$ cat src/ipcp_pkg.sv
// ipcp_pkg: shared types, codes and constants for the IPCP option negotiator
// no dependencies; used by every module in src

package ipcp_pkg;

  // VJ compression slot count offered to the peer
  localparam int unsigned VJ_SLOTS = 16;
  localparam logic [7:0]  VJ_MAX_SLOT = 8'(VJ_SLOTS - 1);
  localparam logic [15:0] VJ_PROTO = 16'h002D;

  // option lengths, type and length bytes included
  localparam logic [7:0] ADDRS_LEN     = 8'd10;
  localparam logic [7:0] ADDR_LEN      = 8'd6;
  localparam logic [7:0] COMP_LEN_S    = 8'd4;
  localparam logic [7:0] COMP_LEN_L    = 8'd6;

  // option type codes
  localparam logic [7:0] OPT_ADDRS     = 8'd1;
  localparam logic [7:0] OPT_COMP      = 8'd2;
  localparam logic [7:0] OPT_ADDR      = 8'd3;
  localparam logic [7:0] OPT_PRI_DNS   = 8'd129;
  localparam logic [7:0] OPT_PRI_NBNS  = 8'd130;
  localparam logic [7:0] OPT_SEC_DNS   = 8'd131;
  localparam logic [7:0] OPT_SEC_NBNS  = 8'd132;

  // configuration register indexes
  localparam int unsigned CFG_IDX_W = 4;
  localparam logic [CFG_IDX_W-1:0] CFG_ALLOW_ADDR_CHANGE   = 4'd0;
  localparam logic [CFG_IDX_W-1:0] CFG_COMPRESSION_ALLOWED = 4'd1;
  localparam logic [CFG_IDX_W-1:0] CFG_DEFAULT_LOCAL_ADDR  = 4'd2;
  localparam logic [CFG_IDX_W-1:0] CFG_DEFAULT_PEER_ADDR   = 4'd3;
  localparam logic [CFG_IDX_W-1:0] CFG_PRIMARY_DNS         = 4'd4;
  localparam logic [CFG_IDX_W-1:0] CFG_SECONDARY_DNS       = 4'd5;
  localparam logic [CFG_IDX_W-1:0] CFG_PRIMARY_NBNS        = 4'd6;
  localparam logic [CFG_IDX_W-1:0] CFG_SECONDARY_NBNS      = 4'd7;

  typedef enum logic [1:0] {
    VERDICT_ACK = 2'd0,
    VERDICT_NAK = 2'd1,
    VERDICT_REJ = 2'd2
  } verdict_t;

  // one received option
  typedef struct packed {
    logic [7:0]  opt_type;
    logic [7:0]  opt_len;
    logic [31:0] word_first;
    logic [31:0] word_second;
  } in_item_t;

  // one verdict
  typedef struct packed {
    logic [1:0]  verdict;
    logic [31:0] out_first;
    logic [31:0] out_second;
    logic        tx_compress_on;
  } out_item_t;

  // configuration register set
  typedef struct packed {
    logic        allow_addr_change;
    logic        compression_allowed;
    logic [31:0] default_local_addr;
    logic [31:0] default_peer_addr;
    logic [31:0] primary_dns;
    logic [31:0] secondary_dns;
    logic [31:0] primary_nbns;
    logic [31:0] secondary_nbns;
  } cfg_t;

  // learned negotiation state
  typedef struct packed {
    logic [31:0] peer_addr;
    logic        peer_known;
    logic [31:0] local_addr;
    logic        local_known;
    logic        tx_compress;
  } neg_state_t;

  // state updates requested by one option
  typedef struct packed {
    logic        peer_we;
    logic [31:0] peer_val;
    logic        local_we;
    logic [31:0] local_val;
    logic        tx_set;
  } neg_upd_t;

endpackage

$ cat src/ipcp_option_negotiator_core.sv
// ipcp_option_negotiator_core: top level of the IPCP option negotiator
// depends on ipcp_pkg, ipcp_cfg_regs, ipcp_opt_eval, ipcp_neg_state

// One received IPCP option goes in per transaction and exactly one verdict
// (ack, nak or reject, with corrected data words on a nak) comes out, in
// order. The block takes one option every clock cycle, and only a stalled
// out_ready slows the input side. An accepted option waits in the input
// register until the result register is free, which then takes its
// verdict. Learned addresses and the compression flag are updated as an
// option moves from the input register into the result register, so the
// very next option already sees them. Configuration writes take effect on
// the next cycle and are meant to happen while no option is in flight.
module ipcp_option_negotiator_core (
  input  logic                             clk,
  input  logic                             rst_n,
  input  logic                             in_valid,
  output logic                             in_ready,
  input  ipcp_pkg::in_item_t               in_data,
  output logic                             out_valid,
  input  logic                             out_ready,
  output ipcp_pkg::out_item_t              out_data,
  input  logic                             cfg_we,
  input  logic [ipcp_pkg::CFG_IDX_W-1:0]   cfg_index,
  input  logic [31:0]                      cfg_wdata
);

  ipcp_pkg::cfg_t       cfg;
  ipcp_pkg::neg_state_t st;
  ipcp_pkg::neg_upd_t   upd;
  ipcp_pkg::out_item_t  res;

  logic                 s1_valid_r;
  logic                 s1_valid_nxt;
  ipcp_pkg::in_item_t   s1_item_r;
  logic                 out_valid_r;
  logic                 out_valid_nxt;
  ipcp_pkg::out_item_t  out_item_r;
  logic                 advance;

  // result register frees up when empty or taken this cycle
  assign advance  = !out_valid_r || out_ready;
  assign in_ready = !s1_valid_r || advance;

  always_comb begin
    s1_valid_nxt  = s1_valid_r;
    out_valid_nxt = out_valid_r;
    if (in_ready) begin
      s1_valid_nxt = in_valid;
    end
    if (advance) begin
      out_valid_nxt = s1_valid_r;
    end
  end

  // pipeline control
  always_ff @(posedge clk) begin
    if (!rst_n) begin
      s1_valid_r  <= 1'b0;
      out_valid_r <= 1'b0;
    end else begin
      s1_valid_r  <= s1_valid_nxt;
      out_valid_r <= out_valid_nxt;
    end
  end

  // payload registers
  always_ff @(posedge clk) begin
    if (in_valid && in_ready) begin
      s1_item_r <= in_data;
    end
    if (advance && s1_valid_r) begin
      out_item_r <= res;
    end
  end

  ipcp_cfg_regs u_cfg (
    .clk       (clk),
    .rst_n     (rst_n),
    .cfg_we    (cfg_we),
    .cfg_index (cfg_index),
    .cfg_wdata (cfg_wdata),
    .cfg       (cfg)
  );

  ipcp_opt_eval u_eval (
    .item (s1_item_r),
    .cfg  (cfg),
    .st   (st),
    .res  (res),
    .upd  (upd)
  );

  ipcp_neg_state u_state (
    .clk    (clk),
    .rst_n  (rst_n),
    .upd_en (s1_valid_r && advance),
    .upd    (upd),
    .st     (st)
  );

  assign out_valid = out_valid_r;
  assign out_data  = out_item_r;

  // ack and reject hand back the received words untouched
  a_echo_words: assert property (@(posedge clk) disable iff (!rst_n)
    s1_valid_r && res.verdict != ipcp_pkg::VERDICT_NAK |->
      res.out_first == s1_item_r.word_first && res.out_second == s1_item_r.word_second)
    else $error("non-nak verdict altered data words");
  // input only stalls when both stages are full and the output is held
  a_stall_cause: assert property (@(posedge clk) disable iff (!rst_n)
    !in_ready |-> s1_valid_r && out_valid_r && !out_ready)
    else $error("input stalled with room in the pipeline");
  // an option waiting in the input stage moves as soon as the result is taken
  a_drain: assert property (@(posedge clk) disable iff (!rst_n)
    s1_valid_r && out_valid_r && out_ready |=> out_valid_r)
    else $error("pending option not moved to result register");

endmodule

$ cat src/ipcp_cfg_regs.sv
// ipcp_cfg_regs: configuration register file written through the cfg_ port
// depends on ipcp_pkg

module ipcp_cfg_regs (
  input  logic                             clk,
  input  logic                             rst_n,
  input  logic                             cfg_we,
  input  logic [ipcp_pkg::CFG_IDX_W-1:0]   cfg_index,
  input  logic [31:0]                      cfg_wdata,
  output ipcp_pkg::cfg_t                   cfg
);

  ipcp_pkg::cfg_t cfg_r;
  ipcp_pkg::cfg_t cfg_nxt;

  // decode the write, out-of-range indexes are dropped
  always_comb begin
    cfg_nxt = cfg_r;
    if (cfg_we) begin
      unique case (cfg_index)
        ipcp_pkg::CFG_ALLOW_ADDR_CHANGE:   cfg_nxt.allow_addr_change   = cfg_wdata[0];
        ipcp_pkg::CFG_COMPRESSION_ALLOWED: cfg_nxt.compression_allowed = cfg_wdata[0];
        ipcp_pkg::CFG_DEFAULT_LOCAL_ADDR:  cfg_nxt.default_local_addr  = cfg_wdata;
        ipcp_pkg::CFG_DEFAULT_PEER_ADDR:   cfg_nxt.default_peer_addr   = cfg_wdata;
        ipcp_pkg::CFG_PRIMARY_DNS:         cfg_nxt.primary_dns         = cfg_wdata;
        ipcp_pkg::CFG_SECONDARY_DNS:       cfg_nxt.secondary_dns       = cfg_wdata;
        ipcp_pkg::CFG_PRIMARY_NBNS:        cfg_nxt.primary_nbns        = cfg_wdata;
        ipcp_pkg::CFG_SECONDARY_NBNS:      cfg_nxt.secondary_nbns      = cfg_wdata;
        default: ;
      endcase
    end
  end

  always_ff @(posedge clk) begin
    if (!rst_n) begin
      cfg_r <= '0;
    end else begin
      cfg_r <= cfg_nxt;
    end
  end

  assign cfg = cfg_r;

endmodule

$ cat src/ipcp_opt_eval.sv
// ipcp_opt_eval: combinational verdict and correction logic for one option
// depends on ipcp_pkg

module ipcp_opt_eval (
  input  ipcp_pkg::in_item_t   item,
  input  ipcp_pkg::cfg_t       cfg,
  input  ipcp_pkg::neg_state_t st,
  output ipcp_pkg::out_item_t  res,
  output ipcp_pkg::neg_upd_t   upd
);

  logic [31:0] eff_peer;
  logic [31:0] eff_local;
  logic [31:0] chk_peer_addrs;
  logic [31:0] chk_local_addrs;
  logic [31:0] chk_peer_addr;
  logic [31:0] srv;
  logic        is_srv;
  logic [15:0] proto;
  logic [7:0]  maxs;
  logic [7:0]  comp;
  logic [31:0] o1;
  logic [31:0] o2;
  ipcp_pkg::verdict_t v;

  // effective addresses fall back to the configured defaults
  assign eff_peer  = st.peer_known  ? st.peer_addr  : cfg.default_peer_addr;
  assign eff_local = st.local_known ? st.local_addr : cfg.default_local_addr;

  // address the peer's proposal is checked against, zero means learn it
  assign chk_peer_addrs  = eff_peer;
  assign chk_local_addrs = (cfg.allow_addr_change && item.word_second != '0) ? '0 : eff_local;
  assign chk_peer_addr   = (cfg.allow_addr_change && item.word_first != '0) ? '0 : eff_peer;

  // server address for name server options
  always_comb begin
    is_srv = 1'b1;
    srv    = '0;
    unique case (item.opt_type)
      ipcp_pkg::OPT_PRI_DNS:  srv = cfg.primary_dns;
      ipcp_pkg::OPT_PRI_NBNS: srv = cfg.primary_nbns;
      ipcp_pkg::OPT_SEC_DNS:  srv = cfg.secondary_dns;
      ipcp_pkg::OPT_SEC_NBNS: srv = cfg.secondary_nbns;
      default:                is_srv = 1'b0;
    endcase
  end

  // verdict, corrections and state updates
  always_comb begin
    v     = ipcp_pkg::VERDICT_REJ;
    o1    = item.word_first;
    o2    = item.word_second;
    proto = item.word_first[31:16];
    maxs  = item.word_first[15:8];
    comp  = item.word_first[7:0];
    upd   = '0;
    upd.peer_val  = item.word_first;
    upd.local_val = item.word_second;

    if (item.opt_type == ipcp_pkg::OPT_ADDRS) begin
      if (item.opt_len == ipcp_pkg::ADDRS_LEN) begin
        v = ipcp_pkg::VERDICT_ACK;
        if (chk_peer_addrs == '0) begin
          upd.peer_we = 1'b1;
        end else if (item.word_first != chk_peer_addrs) begin
          o1 = chk_peer_addrs;
          v  = ipcp_pkg::VERDICT_NAK;
        end
        if (chk_local_addrs == '0) begin
          upd.local_we = 1'b1;
        end else if (item.word_second != chk_local_addrs) begin
          o2 = chk_local_addrs;
          v  = ipcp_pkg::VERDICT_NAK;
        end
      end
    end else if (item.opt_type == ipcp_pkg::OPT_COMP) begin
      if ((item.opt_len == ipcp_pkg::COMP_LEN_S || item.opt_len == ipcp_pkg::COMP_LEN_L)
          && cfg.compression_allowed) begin
        v = ipcp_pkg::VERDICT_ACK;
        if (proto != ipcp_pkg::VJ_PROTO) begin
          proto = ipcp_pkg::VJ_PROTO;
          v     = ipcp_pkg::VERDICT_NAK;
        end
        // slot fields only exist in the long form
        if (item.opt_len == ipcp_pkg::COMP_LEN_L) begin
          if ({1'b0, maxs} >= 9'(ipcp_pkg::VJ_SLOTS)) begin
            maxs = ipcp_pkg::VJ_MAX_SLOT;
            v    = ipcp_pkg::VERDICT_NAK;
          end
          if (comp != '0) begin
            comp = '0;
            v    = ipcp_pkg::VERDICT_NAK;
          end
        end
        o1 = {proto, maxs, comp};
        upd.tx_set = (v == ipcp_pkg::VERDICT_ACK);
      end
    end else if (item.opt_type == ipcp_pkg::OPT_ADDR) begin
      if (item.opt_len == ipcp_pkg::ADDR_LEN) begin
        if (chk_peer_addr == '0) begin
          upd.peer_we = 1'b1;
          v = ipcp_pkg::VERDICT_ACK;
        end else if (item.word_first != chk_peer_addr) begin
          o1 = chk_peer_addr;
          v  = ipcp_pkg::VERDICT_NAK;
        end else begin
          v = ipcp_pkg::VERDICT_ACK;
        end
      end
    end else if (is_srv) begin
      if (item.opt_len == ipcp_pkg::ADDR_LEN && srv != '0) begin
        if (item.word_first != srv) begin
          o1 = srv;
          v  = ipcp_pkg::VERDICT_NAK;
        end else begin
          v = ipcp_pkg::VERDICT_ACK;
        end
      end
    end
  end

  // ack and reject echo the received words
  always_comb begin
    res.verdict        = v;
    res.out_first      = (v == ipcp_pkg::VERDICT_NAK) ? o1 : item.word_first;
    res.out_second     = (v == ipcp_pkg::VERDICT_NAK) ? o2 : item.word_second;
    res.tx_compress_on = st.tx_compress | upd.tx_set;
  end

endmodule

$ cat src/ipcp_neg_state.sv
// ipcp_neg_state: learned peer and local addresses and the transmit compression flag
// depends on ipcp_pkg

module ipcp_neg_state (
  input  logic                 clk,
  input  logic                 rst_n,
  input  logic                 upd_en,
  input  ipcp_pkg::neg_upd_t   upd,
  output ipcp_pkg::neg_state_t st
);

  ipcp_pkg::neg_state_t st_r;
  ipcp_pkg::neg_state_t st_nxt;

  // apply the updates of the option that leaves the input stage
  always_comb begin
    st_nxt = st_r;
    if (upd_en) begin
      if (upd.peer_we) begin
        st_nxt.peer_addr  = upd.peer_val;
        st_nxt.peer_known = 1'b1;
      end
      if (upd.local_we) begin
        st_nxt.local_addr  = upd.local_val;
        st_nxt.local_known = 1'b1;
      end
      if (upd.tx_set) begin
        st_nxt.tx_compress = 1'b1;
      end
    end
  end

  always_ff @(posedge clk) begin
    if (!rst_n) begin
      st_r <= '0;
    end else begin
      st_r <= st_nxt;
    end
  end

  assign st = st_r;

  // learned marks and the compression flag only clear on reset
  a_peer_sticky: assert property (@(posedge clk) disable iff (!rst_n)
    st_r.peer_known |=> st_r.peer_known)
    else $error("peer_known cleared without reset");
  a_local_sticky: assert property (@(posedge clk) disable iff (!rst_n)
    st_r.local_known |=> st_r.local_known)
    else $error("local_known cleared without reset");
  a_tx_sticky: assert property (@(posedge clk) disable iff (!rst_n)
    st_r.tx_compress |=> st_r.tx_compress)
    else $error("tx_compress cleared without reset");

endmodule
$ cat config.mk
export PLATFORM = sky130hd
export DESIGN_NAME = ipcp_option_negotiator_core
export DESIGN_NICKNAME = d
export VERILOG_FILES = /design/src/ipcp_pkg.sv /design/src/ipcp_option_negotiator_core.sv /design/src/ipcp_cfg_regs.sv /design/src/ipcp_opt_eval.sv /design/src/ipcp_neg_state.sv
export SDC_FILE = /design/constraint.sdc
export NUM_CORES = 1
export LEC_CHECK = 0
export BUFFER_PORTS_ARGS = -buffer_cell sky130_fd_sc_hd__buf_2
export CORE_AREA = 10 10 190 192
export CTS_CLUSTER_DIAMETER = 100
export CTS_CLUSTER_SIZE = 10
export DETAILED_ROUTE_END_ITERATION = 12
export DIE_AREA = 0 0 200 202
export PLACE_DENSITY = 0.9
export SETUP_SLACK_MARGIN = 0.4
export SLEW_MARGIN = 20
export SYNTH_ARGS = -nofsm -noshare
export SYNTH_HDL_FRONTEND = slang
export SYNTH_SLANG_ARGS = --single-unit
export TNS_END_PERCENT = 20
$ cat constraint.sdc
create_clock -name clk -period 11.35 [get_ports clk]
set_input_delay 3.405 -clock clk [delete_from_list [all_inputs] [get_ports clk]]
set_output_delay 3.405 -clock clk [all_outputs]
set_load 0.05 [all_outputs]
[After elaboration in Yosys (flattened, before gate mapping)]
Index checks and enable logic that the tools add are counted.
Word-level totals
  register bits: 410
  word-level logic and storage cells: 145
  output and inout port bits: 69
Operators by class
  magnitude comparators: 1
  eq/ne operators: 23
  mux-type cells: 65
  bitwise operators: 1
  reductions and logical operators: 32
Operators by type and width (count)
  2-to-1 mux 32 bit: 23
  != test 32 bit: 4
  case mux 32 bit (4 select lines): 1
  zero test 32 bit: 3
  nonzero test 32 bit: 3
  equality test 8 bit, second input constant: 4
  2-to-1 mux 2 bit: 16
  2-to-1 mux 8 bit: 4
  AND reduction 2 bit: 11
  2-to-1 mux 1 bit: 20
  equality test 4 x 3 -> 1 bit, second input constant: 4
  equality test 8 x 2 -> 1 bit, second input constant: 2
  equality test 8 x 3 -> 1 bit, second input constant: 2
  2-to-1 mux 16 bit: 1
  != test 16 x 6 -> 1 bit, second input constant: 1
  equality test 4 x 2 -> 1 bit, second input constant: 2
  equality test 8 x 1 -> 1 bit, second input constant: 1
  equality test 8 x 4 -> 1 bit, second input constant: 1
  greater-or-equal comparator 8 x 5 -> 1 bit, second input constant: 1
  nonzero test 8 bit: 1
  logical AND 1 bit: 6
  equality test 4 x 1 -> 1 bit, second input constant: 1
  zero test 4 bit: 1
  OR reduction 4 bit: 1
  5 further kinds: 8

[Longest topological paths before layout]
Gate-level depths: netlist of the first run.
  depth in word-level cells: 13
  mapped depth: 14
  gate-level depth less buffers: 9

[Modules after synthesis]
A second synthesis of the first run with hierarchy kept.
Second synthesis, totals
  cell total of the unflattened synthesis: 2228
  area total of the unflattened synthesis: 21484.4 sq um
Modules (own cells, without submodules)
  ipcp_opt_eval: instances 1, cells each 1100, area each 7290.7 sq um, sequential area each 0.0 sq um
  ipcp_cfg_regs: instances 1, cells each 671, area each 6996.7 sq um, sequential area each 3883.7 sq um
  ipcp_option_negotiator_core: instances 1, cells each 156, area each 4518.1 sq um, sequential area each 4454.3 sq um
  ipcp_neg_state: instances 1, cells each 301, area each 2678.8 sq um, sequential area each 1341.3 sq um

[Worst setup path before layout of the first run]
Ideal clock, no wire load.
  kind: in2reg
  from: in out_ready
  to: reg u_state.st_r, in the netlist u_state.st[17]
  required time: 11234 ps
  setup time: 116 ps
  path slack: 3513 ps
  cell stages on the path: 7
  buffers on the path: 2
  data arrival time: 7721 ps
  path through: nor2b_1 > nor2b_1 > nor3b_1 > clkbuf_1 > buf_2 > mux2i_1 > nor2b_1
On the way
  cells in the longest elaborated chain, start to end: 3
RTL lines
  from (decl): RTL line ipcp_option_negotiator_core.sv:20  | input logic out_ready,
  logical OR 1 bit: RTL line ipcp_option_negotiator_core.sv:41  | assign advance = !out_valid_r || out_ready;
  logical AND 1 bit: RTL line ipcp_option_negotiator_core.sv:96  | .upd_en (s1_valid_r && advance),
  net u_state.upd_en: RTL line ipcp_neg_state.sv:7  | input logic upd_en,
  AND reduction 2 bit (no source line)
  to (signal assigned): RTL line ipcp_neg_state.sv:37  | st_r <= st_nxt;
  to (decl): RTL line ipcp_neg_state.sv:12  | ipcp_pkg::neg_state_t st_r;
The timed path passes the listed nets, and every way through them passes these cells.
A chain may end at the register's enable or synchronous reset.

[Worst setup path in the final report of the first run]
  from: in out_ready
  to: out in_ready
On the way
  cells in the longest elaborated chain, start to end: 2
RTL lines
  logical OR 1 bit: RTL line ipcp_option_negotiator_core.sv:41
  logical OR 1 bit: RTL line ipcp_option_negotiator_core.sv:42  | assign in_ready = !s1_valid_r || advance;
  to (decl): RTL line ipcp_option_negotiator_core.sv:17  | output logic in_ready,
Every way passes these cells.

==> flow_summary.json, run 1 <==
{
  "io_buffer_count": 189,
  "area_delta_synth_final_pct": 11.5,
  "cts_tree": "yes",
  "final_nets": 2445,
  "leakage_nw": 7.77,
  "pwr-share-seq": 0.502,
  "grt_pass1_wl_mm": 107,
  "synth_compound_area_frac": 0.165,
  "ios": 190,
  "postPlaceCellArea_um2": 21800,
  "drtIter0Drc": 2379,
  "final_util": 0.714,
  "ys_seq_elements": 410,
  "startpoint_type": "input pin",
  "synthFlopType": "dfxtp_1",
  "grt_start_max_net_pins": 108,
  "postSynth.asyncResetShare": 0,
  "die-width_um": 200,
  "hold_viol": 0,
  "drc": 0,
  "place_congestion": 1.03,
  "globalRouteMet1Util": 0.455,
  "fin_crit_ns": 7.61,
  "slowest_stage": "nor2b_1",
  "cp_cell_sequence": "buf_2 > nor2b_1 > nand2_1 > buf_2",
  "synth_common_cells": "nand2_1 (489), dfxtp_1 (263), a21boi_0 (225), edfxtp_1 (147), mux2i_1 (127)",
  "synth.area.mux_share": 0.0887,
  "postCtsSetupBuffers": 0,
  "critPathCaptureType": "primary output",
  "grtUsageMet3": 0.0665,
  "worstPathRequired_ns": 7.95,
  "start_util": 0.640,
  "layout_setup_ws_ns": 3.74,
  "drt-vias-per-instance": 6.54,
  "grtUsageTotal": 0.351,
  "rows": 66,
  "synth_edf_count": 147,
  "hpwl_mm": 50.9,
  "fin_cells": 2791,
  "synth_simple_gate_area_frac": 0.221,
  "hp-class": "register to register",
  "post_cts_resized": 0,
  "maxCapViolations": 0,
  "wl_mm": 72.8,
  "drive_gt1_frac": 0.158,
  "fin_total_pwr_mw": 3.21,
  "dp.cells": 2718,
  "synthTopCellsByArea": "dfxtp_1 (25%), edfxtp_1 (21%), nand2_1 (8.9%)",
  "slew_headroom": 0.219,
  "status": "complete, no violations",
  "cts_made_buffers": 46,
  "fmax_ghz": 0.131,
  "synth_top_cell_by_area": "dfxtp_1",
  "yosysUniqueCellTypes": 77,
  "worstPathArrival_ns": 4.21,
  "clock_latency_ns": 0.58,
  "place_ws_ns": 3.79,
  "synth_top_family_by_area": "simple AND/OR/NAND/NOR gates",
  "synthAdderAreaFrac": 0,
  "ctsHtreeMaxLevel": 2,
  "fin_hold_ws_ns": 0.461,
  "detail-route-antenna-nets": 0,
  "coreArea_um2": 32300,
  "busiest_layer": "met2",
  "clock_sinks": 410,
  "antenna_found_initial": 2,
  "setup_viol": 0,
  "max-vdd-ir-drop_v": 0.000110,
  "synth.most_common_cell": "nand2_1",
  "critical_path_class": "input pin to primary output",
  "synth_area_um2": 20700,
  "cts-root-buf": "clkbuf_16",
  "clkTransAtPathRegs_ns": 0.05,
  "crit_buf_inv": 2,
  "dieHeight_um": 202,
  "fin_skew_ns": 0.0202,
  "rsz0062_at_grt": "false",
  "p_sw_uw": 811,
  "cp_top_family": "simple AND/OR/NAND/NOR gates",
  "wire_per_inst_um": 26.1,
  "syn_avg_cell_area_um2": 9.33,
  "worstMarginPinSlew_ns": 1.17,
  "synthCells": 2216,
  "slowest_delay_ns": 0.33,
  "use_met2": 0.542,
  "yosys_warnings": 0,
  "vias": 18300,
  "swShare": 0.253,
  "cp_max_fo": 4,
  "fin_area_um2": 23100,
  "setup_tns_ns": 0,
  "fin_crit_sh": 0.671,
  "postCtsHoldBufs": 0,
  "dr.pass1.iters": 6,
  "grt_overflow": 0,
  "pwr-share-comb": 0.080,
  "clockBufferDepth": 3,
  "p_int_mw": 2.40,
  "yosysSeqAreaShare": 0.468,
  "synth_xor_area_frac": 0.0203,
  "synth_top_area_frac": 0.255,
  "dieArea_um2": 40400,
  "first_global_vias": 17400,
  "syn_nets": 2337,
  "cpMostUsedCell": "buf_2",
  "power_density_nw_per_um2": 139,
  "pwr-share-clk": 0.418,
  "slew_viol_final": 0
}
-- cells by family after synthesis --
logic type | Yosys count
AND/OR/NAND/NOR | 929
AO/OA/AOI/OAI | 465
flip-flops | 410
buffers and inverters | 187
multiplexers | 177
XOR/XNOR | 48
-- per-layer routing --
layer	part of all wire	vias up	wire length, um
li1	-	8113	-
met5	0.00015	-	11
met3	0.10	239	7470
met4	0.061	2	4470
met1	0.38	8813	27800
met2	0.45	1094	33100
-- flip-flops by register name, summed over array words and instances, names as in the netlist --
| name | count |
|---|---|
| u_cfg.cfg | 194 |
| s1_item_r | 80 |
| out_data | 67 |
| u_state.st | 67 |
| out_valid | 1 |
| s1_valid_r | 1 |
-- cell type report --
| class | count | area [um^2] |
|---|---|---|
| sequential | 410 | 9680 |
| clock buffer | 70 | 1240 |
| fill | 2365 | 9230 |
| antenna | 1 | 2.50 |
| tap | 442 | 553 |
| timing repair buffer | 214 | 1140 |
| clock inverter | 2 | 36.3 |
| inverter | 33 | 124 |
| multi-input combinational | 1619 | 10300 |
-- cells in the final DEF (no fill, tap or decap), types with 8 or more instances in the layout --
cell,Yosys,final
or2_2,14,14
xnor2_1,32,32
nor4b_1,13,13
nand3b_1,71,71
a21oi_1,25,25
mux2i_1,127,127
nand3_1,14,14
nor3_1,58,57
buf_4,4,25
a31oi_1,9,8
and3_1,11,11
a21o_1,10,10
a211o_1,8,8
nor4_1,56,56
edfxtp_1,147,147
nor2b_1,44,42
or3_1,24,24
nor2_1,58,57
dfxtp_1,263,261
xor2_1,16,16
inv_1,33,33
nand2_1,489,488
o21ai_0,55,55
clkbuf_1,110,24
nand4_1,29,29
clkbuf_16,0,46
mux2_2,50,50
a2bb2oi_1,9,9
buf_2,32,188
a21boi_0,225,225
a211oi_1,35,35
o21a_1,19,19
-- worst min-delay path, stage by stage (launching register included) --
cell      delay (ns)
dfxtp_1         0.30
nand2_1         0.04
a21boi_0        0.06
-- power by group through the flow --
stage	clock (mW)	sequential (mW)	combinational [mW]
3_5_place_dp	0	1.64	0.250
4_1_cts	1.34	1.61	0.252
2_1_floorplan	0	1.66	0.123
5_1_grt	1.40	1.61	0.269
3_3_place_gp	0	1.64	0.245
6_report	1.34	1.61	0.258
-- path summary, 6_finish.rpt --
path / depth (start not counted) / slack (ns) / endpoint / startpoint
worst min register to register: 2 / 0.46 / u_cfg.cfg[170]$_SDFFE_PN0P_ / u_cfg.cfg[170]$_SDFFE_PN0P_
worst min-delay path: 2 / 0.46 / u_cfg.cfg[170]$_SDFFE_PN0P_ / u_cfg.cfg[170]$_SDFFE_PN0P_
worst max-delay path: 4 / 3.74 / in_ready / out_ready
worst max register to register: 12 / 5.40 / out_data[56]$_DFFE_PP_ / s1_item_r[72]$_DFFE_PP_
Note: power is estimated with default switching activity, not from simulation.
==> inputs of run 2 (changes only) <==
--- a/config.mk
+++ b/config.mk
@@ -6,12 +6,12 @@
 export NUM_CORES = 1
 export LEC_CHECK = 0
 export BUFFER_PORTS_ARGS = -buffer_cell sky130_fd_sc_hd__buf_2
-export CORE_AREA = 10 10 190 192
+export CORE_AREA = 10 10 207 209
 export CTS_CLUSTER_DIAMETER = 100
 export CTS_CLUSTER_SIZE = 10
 export DETAILED_ROUTE_END_ITERATION = 12
-export DIE_AREA = 0 0 200 202
-export PLACE_DENSITY = 0.9
+export DIE_AREA = 0 0 217 219
+export PLACE_DENSITY = 0.81
 export SETUP_SLACK_MARGIN = 0.4
 export SLEW_MARGIN = 20
 export SYNTH_ARGS = -nofsm -noshare
==> constraint.sdc (replaced) <==
create_clock -name clk -period 6.4 [get_ports clk]
set_input_delay 1.92 -clock clk [delete_from_list [all_inputs] [get_ports clk]]
set_output_delay 1.92 -clock clk [all_outputs]
set_load 0.05 [all_outputs]
==> run 2 against run 1 <==
  * Combinational power is 76% higher
  * Critical path depth rose by 6
  * Sequential share of layout area is 0.30 points lower
  * Clock power grew 78%
  * Critical endpoint is now out_data[42]$_DFFE_PP_
  * Sequential power increased by 78%
  * Routed wire length barely moved
  * Cell area grew 0.68%
  * Total power grew 77%
  * Cell count rose by 2.8%
  * Global-route usage is 5.6 points lower
==> flow_summary.json, run 2 (same netlist as run 1, synthesis figures left out) <==
{
  "status": "complete, no violations",
  "clock_latency_ns": 0.59,
  "hpwl_mm": 52.4,
  "place_ws_ns": 1.59,
  "area_delta_synth_final_pct": 12.3,
  "hp-class": "register to register",
  "max-vdd-ir-drop_v": 0.000206,
  "ctsHtreeMaxLevel": 2,
  "rows": 72,
  "fin_total_pwr_mw": 5.69,
  "power_density_nw_per_um2": 245,
  "postCtsSetupBuffers": 0,
  "coreArea_um2": 38600,
  "rsz0062_at_grt": "false",
  "drc": 0,
  "final_nets": 2447,
  "clockBufferDepth": 3,
  "grtUsageTotal": 0.295,
  "setup_tns_ns": 0,
  "setup_viol": 0,
  "cts_tree": "yes",
  "grt_start_max_net_pins": 141,
  "largest_reg_flops": 194,
  "drive_gt1_frac": 0.159,
  "io_buffer_count": 189,
  "hold_viol": 0,
  "postCtsHoldBufs": 0,
  "mostFrequentLayoutCells": "nand2_1 (487), dfxtp_1 (261), a21boi_0 (225)",
  "worstMarginPinSlew_ns": 1.06,
  "fin_area_um2": 23200,
  "dieHeight_um": 219,
  "postPlaceCellArea_um2": 21900,
  "worstPathRequired_ns": 6.69,
  "clkTransAtPathRegs_ns": 0.06,
  "startpoint_type": "register",
  "fin_skew_ns": 0.0258,
  "maxCapViolations": 0,
  "clock_sinks": 410,
  "antenna_found_initial": 0,
  "first_global_vias": 17200,
  "leakage_nw": 7.80,
  "dieArea_um2": 47500,
  "fin_crit_ns": 5.00,
  "place_congestion": 1.03,
  "antenna_cells": 0,
  "drtIter0Drc": 2405,
  "dr.pass1.iters": 6,
  "slew_headroom": 0.288,
  "grt_overflow": 0,
  "detail-route-antenna-nets": 0,
  "post_cts_resized": 0,
  "cp_max_fo": 19,
  "start_util": 0.536,
  "critPathCaptureType": "register",
  "critical_path_class": "register to register",
  "worstPathArrival_ns": 5.30,
  "grt_pass1_wl_mm": 108,
  "drt-vias-per-instance": 6.29,
  "wl_mm": 72.9,
  "vias": 18100,
  "ios": 190,
  "die-width_um": 217,
  "cts-root-buf": "clkbuf_16",
  "mostFrequentLayoutCell": "nand2_1",
  "filler_cell_count": 3332,
  "cts_made_buffers": 46,
  "fmax_ghz": 0.200,
  "layout_setup_ws_ns": 1.40,
  "slew_viol_final": 0,
  "fin_hold_ws_ns": 0.462,
  "wire_per_inst_um": 25.4,
  "fin_crit_sh": 0.782
}
-- run 2: path summary, 6_finish.rpt --
| path | slack [ns] | endpoint | cells past startpoint | from |
|---|---|---|---|---|
| setup reg to reg | 1.40 | out_data[42]$_DFFE_PP_ | 10 | s1_item_r[72]$_DFFE_PP_ |
| hold / removal | 0.46 | u_cfg.cfg[148]$_SDFFE_PN0P_ | 2 | u_cfg.cfg[148]$_SDFFE_PN0P_ |
| setup / recovery | 1.40 | out_data[42]$_DFFE_PP_ | 10 | s1_item_r[72]$_DFFE_PP_ |
| hold reg to reg | 0.46 | u_cfg.cfg[148]$_SDFFE_PN0P_ | 2 | u_cfg.cfg[148]$_SDFFE_PN0P_ |
-- run 2: layout make-up --
type | count | area, um^2 | area share
Inverter | 33 | 124 | 0.00533
Sequential cell | 410 | 9680 | 0.417
Clock buffer | 71 | 1240 | 0.0536
Multi-Input combinational cell | 1619 | 10300 | 0.443
Clock inverter | 3 | 33.8 | 0.00145
Tap cell | 518 | 648 | 0.0279
Timing Repair Buffer | 216 | 1200 | 0.0517
-- run 2: power by group --
group / switching (mW) / internal [mW]
Clock: 1.05 / 1.33
Combinational: 0.302 / 0.152
Sequential: 0.0819 / 2.78
-- run 2: through the flow --
step,util,std cells
after CTS,0.602,2869
after global placement,0.568,2794
final,0.602,2870
after floorplan,-,2216
after global routing,0.602,2870
after detailed placement,0.568,2795
-- run 2: worst max-delay path, stage by stage, from the launching register on --
cell and delay, ns:
edfxtp_1 1.01, buf_4 0.35, nand3b_1 0.09, a211oi_1 0.85
o21a_1 0.32, o22ai_1 0.11, nor4_1 0.42, a41oi_2 0.39
or3_1 0.80, nor3_1 0.29, a211oi_1 0.08
-- run 2: per-layer routing --
| metal | up-vias | track usage | wire length (um) |
|---|---|---|---|
| li1 | 8121 | - | - |
| met4 | 0 | 0.0951 | 2410 |
| met1 | 8744 | 0.409 | 30700 |
| met2 | 1037 | 0.435 | 31200 |
| met5 | - | 0 | 0 |
| met3 | 162 | 0.0832 | 8530 |
==> inputs of run 3 (changes only) <==
--- a/config.mk
+++ b/config.mk
@@ -5,13 +5,14 @@
 export SDC_FILE = /design/constraint.sdc
 export NUM_CORES = 1
 export LEC_CHECK = 0
+export ABC_AREA = 1
 export BUFFER_PORTS_ARGS = -buffer_cell sky130_fd_sc_hd__buf_2
-export CORE_AREA = 10 10 207 209
+export CORE_AREA = 10 10 210 212
 export CTS_CLUSTER_DIAMETER = 100
 export CTS_CLUSTER_SIZE = 10
 export DETAILED_ROUTE_END_ITERATION = 12
-export DIE_AREA = 0 0 217 219
-export PLACE_DENSITY = 0.81
+export DIE_AREA = 0 0 220 222
+export PLACE_DENSITY = 0.82
 export SETUP_SLACK_MARGIN = 0.4
 export SLEW_MARGIN = 20
 export SYNTH_ARGS = -nofsm -noshare
==> constraint.sdc (replaced) <==
create_clock -name clk -period 4.5 [get_ports clk]
set_input_delay 1.35 -clock clk [delete_from_list [all_inputs] [get_ports clk]]
set_output_delay 1.35 -clock clk [all_outputs]
set_load 0.05 [all_outputs]
==> run 3 against run 2 <==
  * Sequential share of layout area is 1.8 points lower
  * Routed wire length is 1.3% higher
  * Hold slack worse by 0.015 ns
  * Clock power is 48% higher
  * Critical path depth is 6 higher
  * Global-route usage is 0.29 points lower
  * Critical path type unchanged
==> flow_summary.json, run 3 <==
{
  "detail-route-antenna-nets": 0,
  "drt-vias-per-instance": 5.63,
  "first_global_vias": 19700,
  "critical_path_class": "register to register",
  "clockBufferDepth": 3,
  "io_buffer_count": 189,
  "ctsHtreeMaxLevel": 2,
  "postCtsHoldBufs": 0,
  "fin_hold_ws_ns": 0.447,
  "status": "complete, no violations",
  "syn_avg_cell_area_um2": 6.78,
  "synthCells": 3202,
  "clkTransAtPathRegs_ns": 0.06,
  "setup_tns_ns": 0,
  "cp_top_family": "simple AND/OR/NAND/NOR gates",
  "synth.most_common_cell": "nand2_1",
  "slew_viol_final": 0,
  "cp_max_fo": 13,
  "vias": 21700,
  "worstPathArrival_ns": 4.11,
  "cts_made_buffers": 47,
  "wl_mm": 73.8,
  "synthTopCellsByArea": "dfxtp_1 (24%), edfxtp_1 (20%), nand2_1 (19%)",
  "die-width_um": 220,
  "place_congestion": 1.05,
  "grtUsageTotal": 0.292,
  "wire_per_inst_um": 19.1,
  "setup_viol": 0,
  "ios": 190,
  "worstPathRequired_ns": 4.80,
  "synth_top_cell_by_area": "dfxtp_1",
  "cts-root-buf": "clkbuf_16",
  "drive_gt1_frac": 0.105,
  "final_nets": 3434,
  "dieArea_um2": 48800,
  "mostFrequentLayoutCells": "nand2_1 (1075), nor2_1 (452), o21ai_0 (347)",
  "hold_viol": 0,
  "grt_start_max_net_pins": 139,
  "rows": 73,
  "yosysSeqAreaShare": 0.446,
  "ys_seq_elements": 410,
  "postSynth.asyncResetShare": 0,
  "worstMarginPinSlew_ns": 1.23,
  "hpwl_mm": 53.4,
  "critPathCaptureType": "register",
  "mostFrequentLayoutCell": "nand2_1",
  "hp-class": "register to register",
  "start_util": 0.547,
  "power_density_nw_per_um2": 348,
  "crit_buf_inv": 3,
  "drtIter0Drc": 3177,
  "postCtsSetupBuffers": 0,
  "maxCapViolations": 0,
  "coreArea_um2": 39600,
  "yosys_warnings": 0,
  "antenna_found_initial": 4,
  "yosysUniqueCellTypes": 37,
  "drc": 0,
  "synth_edf_count": 147,
  "post_cts_resized": 0,
  "largest_reg_flops": 194,
  "startpoint_type": "register",
  "synth_common_cells": "nand2_1 (1076), nor2_1 (454), o21ai_0 (347), dfxtp_1 (263), inv_1 (201)",
  "cp_cell_sequence": "inv_1 > nand2_1 > nor2_4 > nand2_1 > inv_1 > nand2_1 > nand2_1 > nor2_1 > nand2_1 > nor2_1 > nand2_1 > nor2_1 > nand2_1 > nand2_1 > inv_2 > a2111oi_0",
  "syn_nets": 3323,
  "synth_top_area_frac": 0.243,
  "dieHeight_um": 222,
  "synthFlopType": "dfxtp_1",
  "fin_crit_sh": 0.846,
  "fin_skew_ns": 0.0249,
  "cpMostUsedCell": "nand2_1",
  "final_util": 0.612,
  "leakage_nw": 11.3,
  "dr.pass1.iters": 7,
  "fmax_ghz": 0.263,
  "grt_overflow": 0,
  "clock_latency_ns": 0.61,
  "slowest_delay_ns": 0.63,
  "synth_area_um2": 21700,
  "cts_tree": "yes",
  "slowest_stage": "a2111oi_0",
  "max-vdd-ir-drop_v": 0.000299,
  "fin_crit_ns": 3.81,
  "fin_total_pwr_mw": 8.44,
  "area_delta_synth_final_pct": 11.9,
  "grt_pass1_wl_mm": 113,
  "clock_sinks": 410,
  "rsz0062_at_grt": "false",
  "slew_headroom": 0.171
}
-- run 3: cell types whose count changed in the layout (fill, tap and decap cells not counted), moves of 35 or more --
cell      previous run  this run
o21ai_0             55       347
inv_1               33       197
nand3b_1            71        19
a211oi_1            35         0
a21boi_0           225         0
nand3_1             14       185
mux2i_1            127         0
a21oi_1             25       160
mux2_2              50         0
nor4_1              56         7
nand2_1            487      1075
nor3_1              57        11
nor2_1              57       452
nor2b_1             42         0
-- run 3: layer usage --
metal,vias to the layer above,GRT usage,wire [um]
met5,-,0,39
met4,6,0.131,3380
met3,214,0.0497,7790
met2,1231,0.443,32600
met1,9776,0.399,30000
li1,10500,-,-
-- run 3: kinds of logic after synthesis --
| group | share of synthesized area |
|---|---|
| buffers and inverters | 0.0777 |
| xor gates and xnor gates | 0.00969 |
| DFF | 0.446 |
| and+or+nand+nor | 0.337 |
| AOI/OAI and AO/OA | 0.130 |
-- run 3: where the power goes --
| group | internal, mW | leakage (nW) | switching [mW] |
|---|---|---|---|
| sequential | 3.97 | 3.53 | 0.0997 |
| clock | 1.99 | 0.653 | 1.53 |
| combinational | 0.241 | 7.07 | 0.613 |
| total | 6.20 | 11.3 | 2.25 |
-- run 3: metrics by stage --
stage,std cells,setup slack [ns],instance area (um^2)
5_1_grt,3864,0.443,24300
3_5_place_dp,3789,0.809,22900
3_3_place_gp,3789,0.762,22900
6_report,3865,0.693,24300
2_1_floorplan,3202,0.566,21700
4_1_cts,3863,0.790,24300
-- run 3: final timing paths --
kind,start,slack [ns],depth (start not counted),end
worst max register to register,s1_item_r[72]$_DFFE_PP_,0.69,16,out_data[66]$_DFFE_PP_
worst max-delay path,s1_item_r[72]$_DFFE_PP_,0.69,16,out_data[66]$_DFFE_PP_
worst min register to register,u_cfg.cfg[132]$_SDFFE_PN0P_,0.45,2,u_cfg.cfg[132]$_SDFFE_PN0P_
worst min-delay path,u_cfg.cfg[132]$_SDFFE_PN0P_,0.45,2,u_cfg.cfg[132]$_SDFFE_PN0P_
-- run 3: final cells by class --
type	instances	area (um^2)
Multi-Input combinational cell	2388	10400
Clock buffer	71	1310
Sequential cell	410	9680
Timing Repair Buffer	245	1390
Clock inverter	3	55.1
Fill cell	3740	15400
Antenna cell	2	5.00
Inverter	221	833
Tap cell	525	657
-- run 3: worst register-to-register path: stages, from the launching register on --
cell and delay, ns:
edfxtp_1 0.37, inv_1 0.07, nand2_1 0.10, nor2_4 0.08, nand2_1 0.37, inv_1 0.31, nand2_1 0.13, nand2_1 0.07
nor2_1 0.42, nand2_1 0.10, nor2_1 0.11, nand2_1 0.06, nor2_1 0.08, nand2_1 0.09, nand2_1 0.36, inv_2 0.17
a2111oi_0 0.63
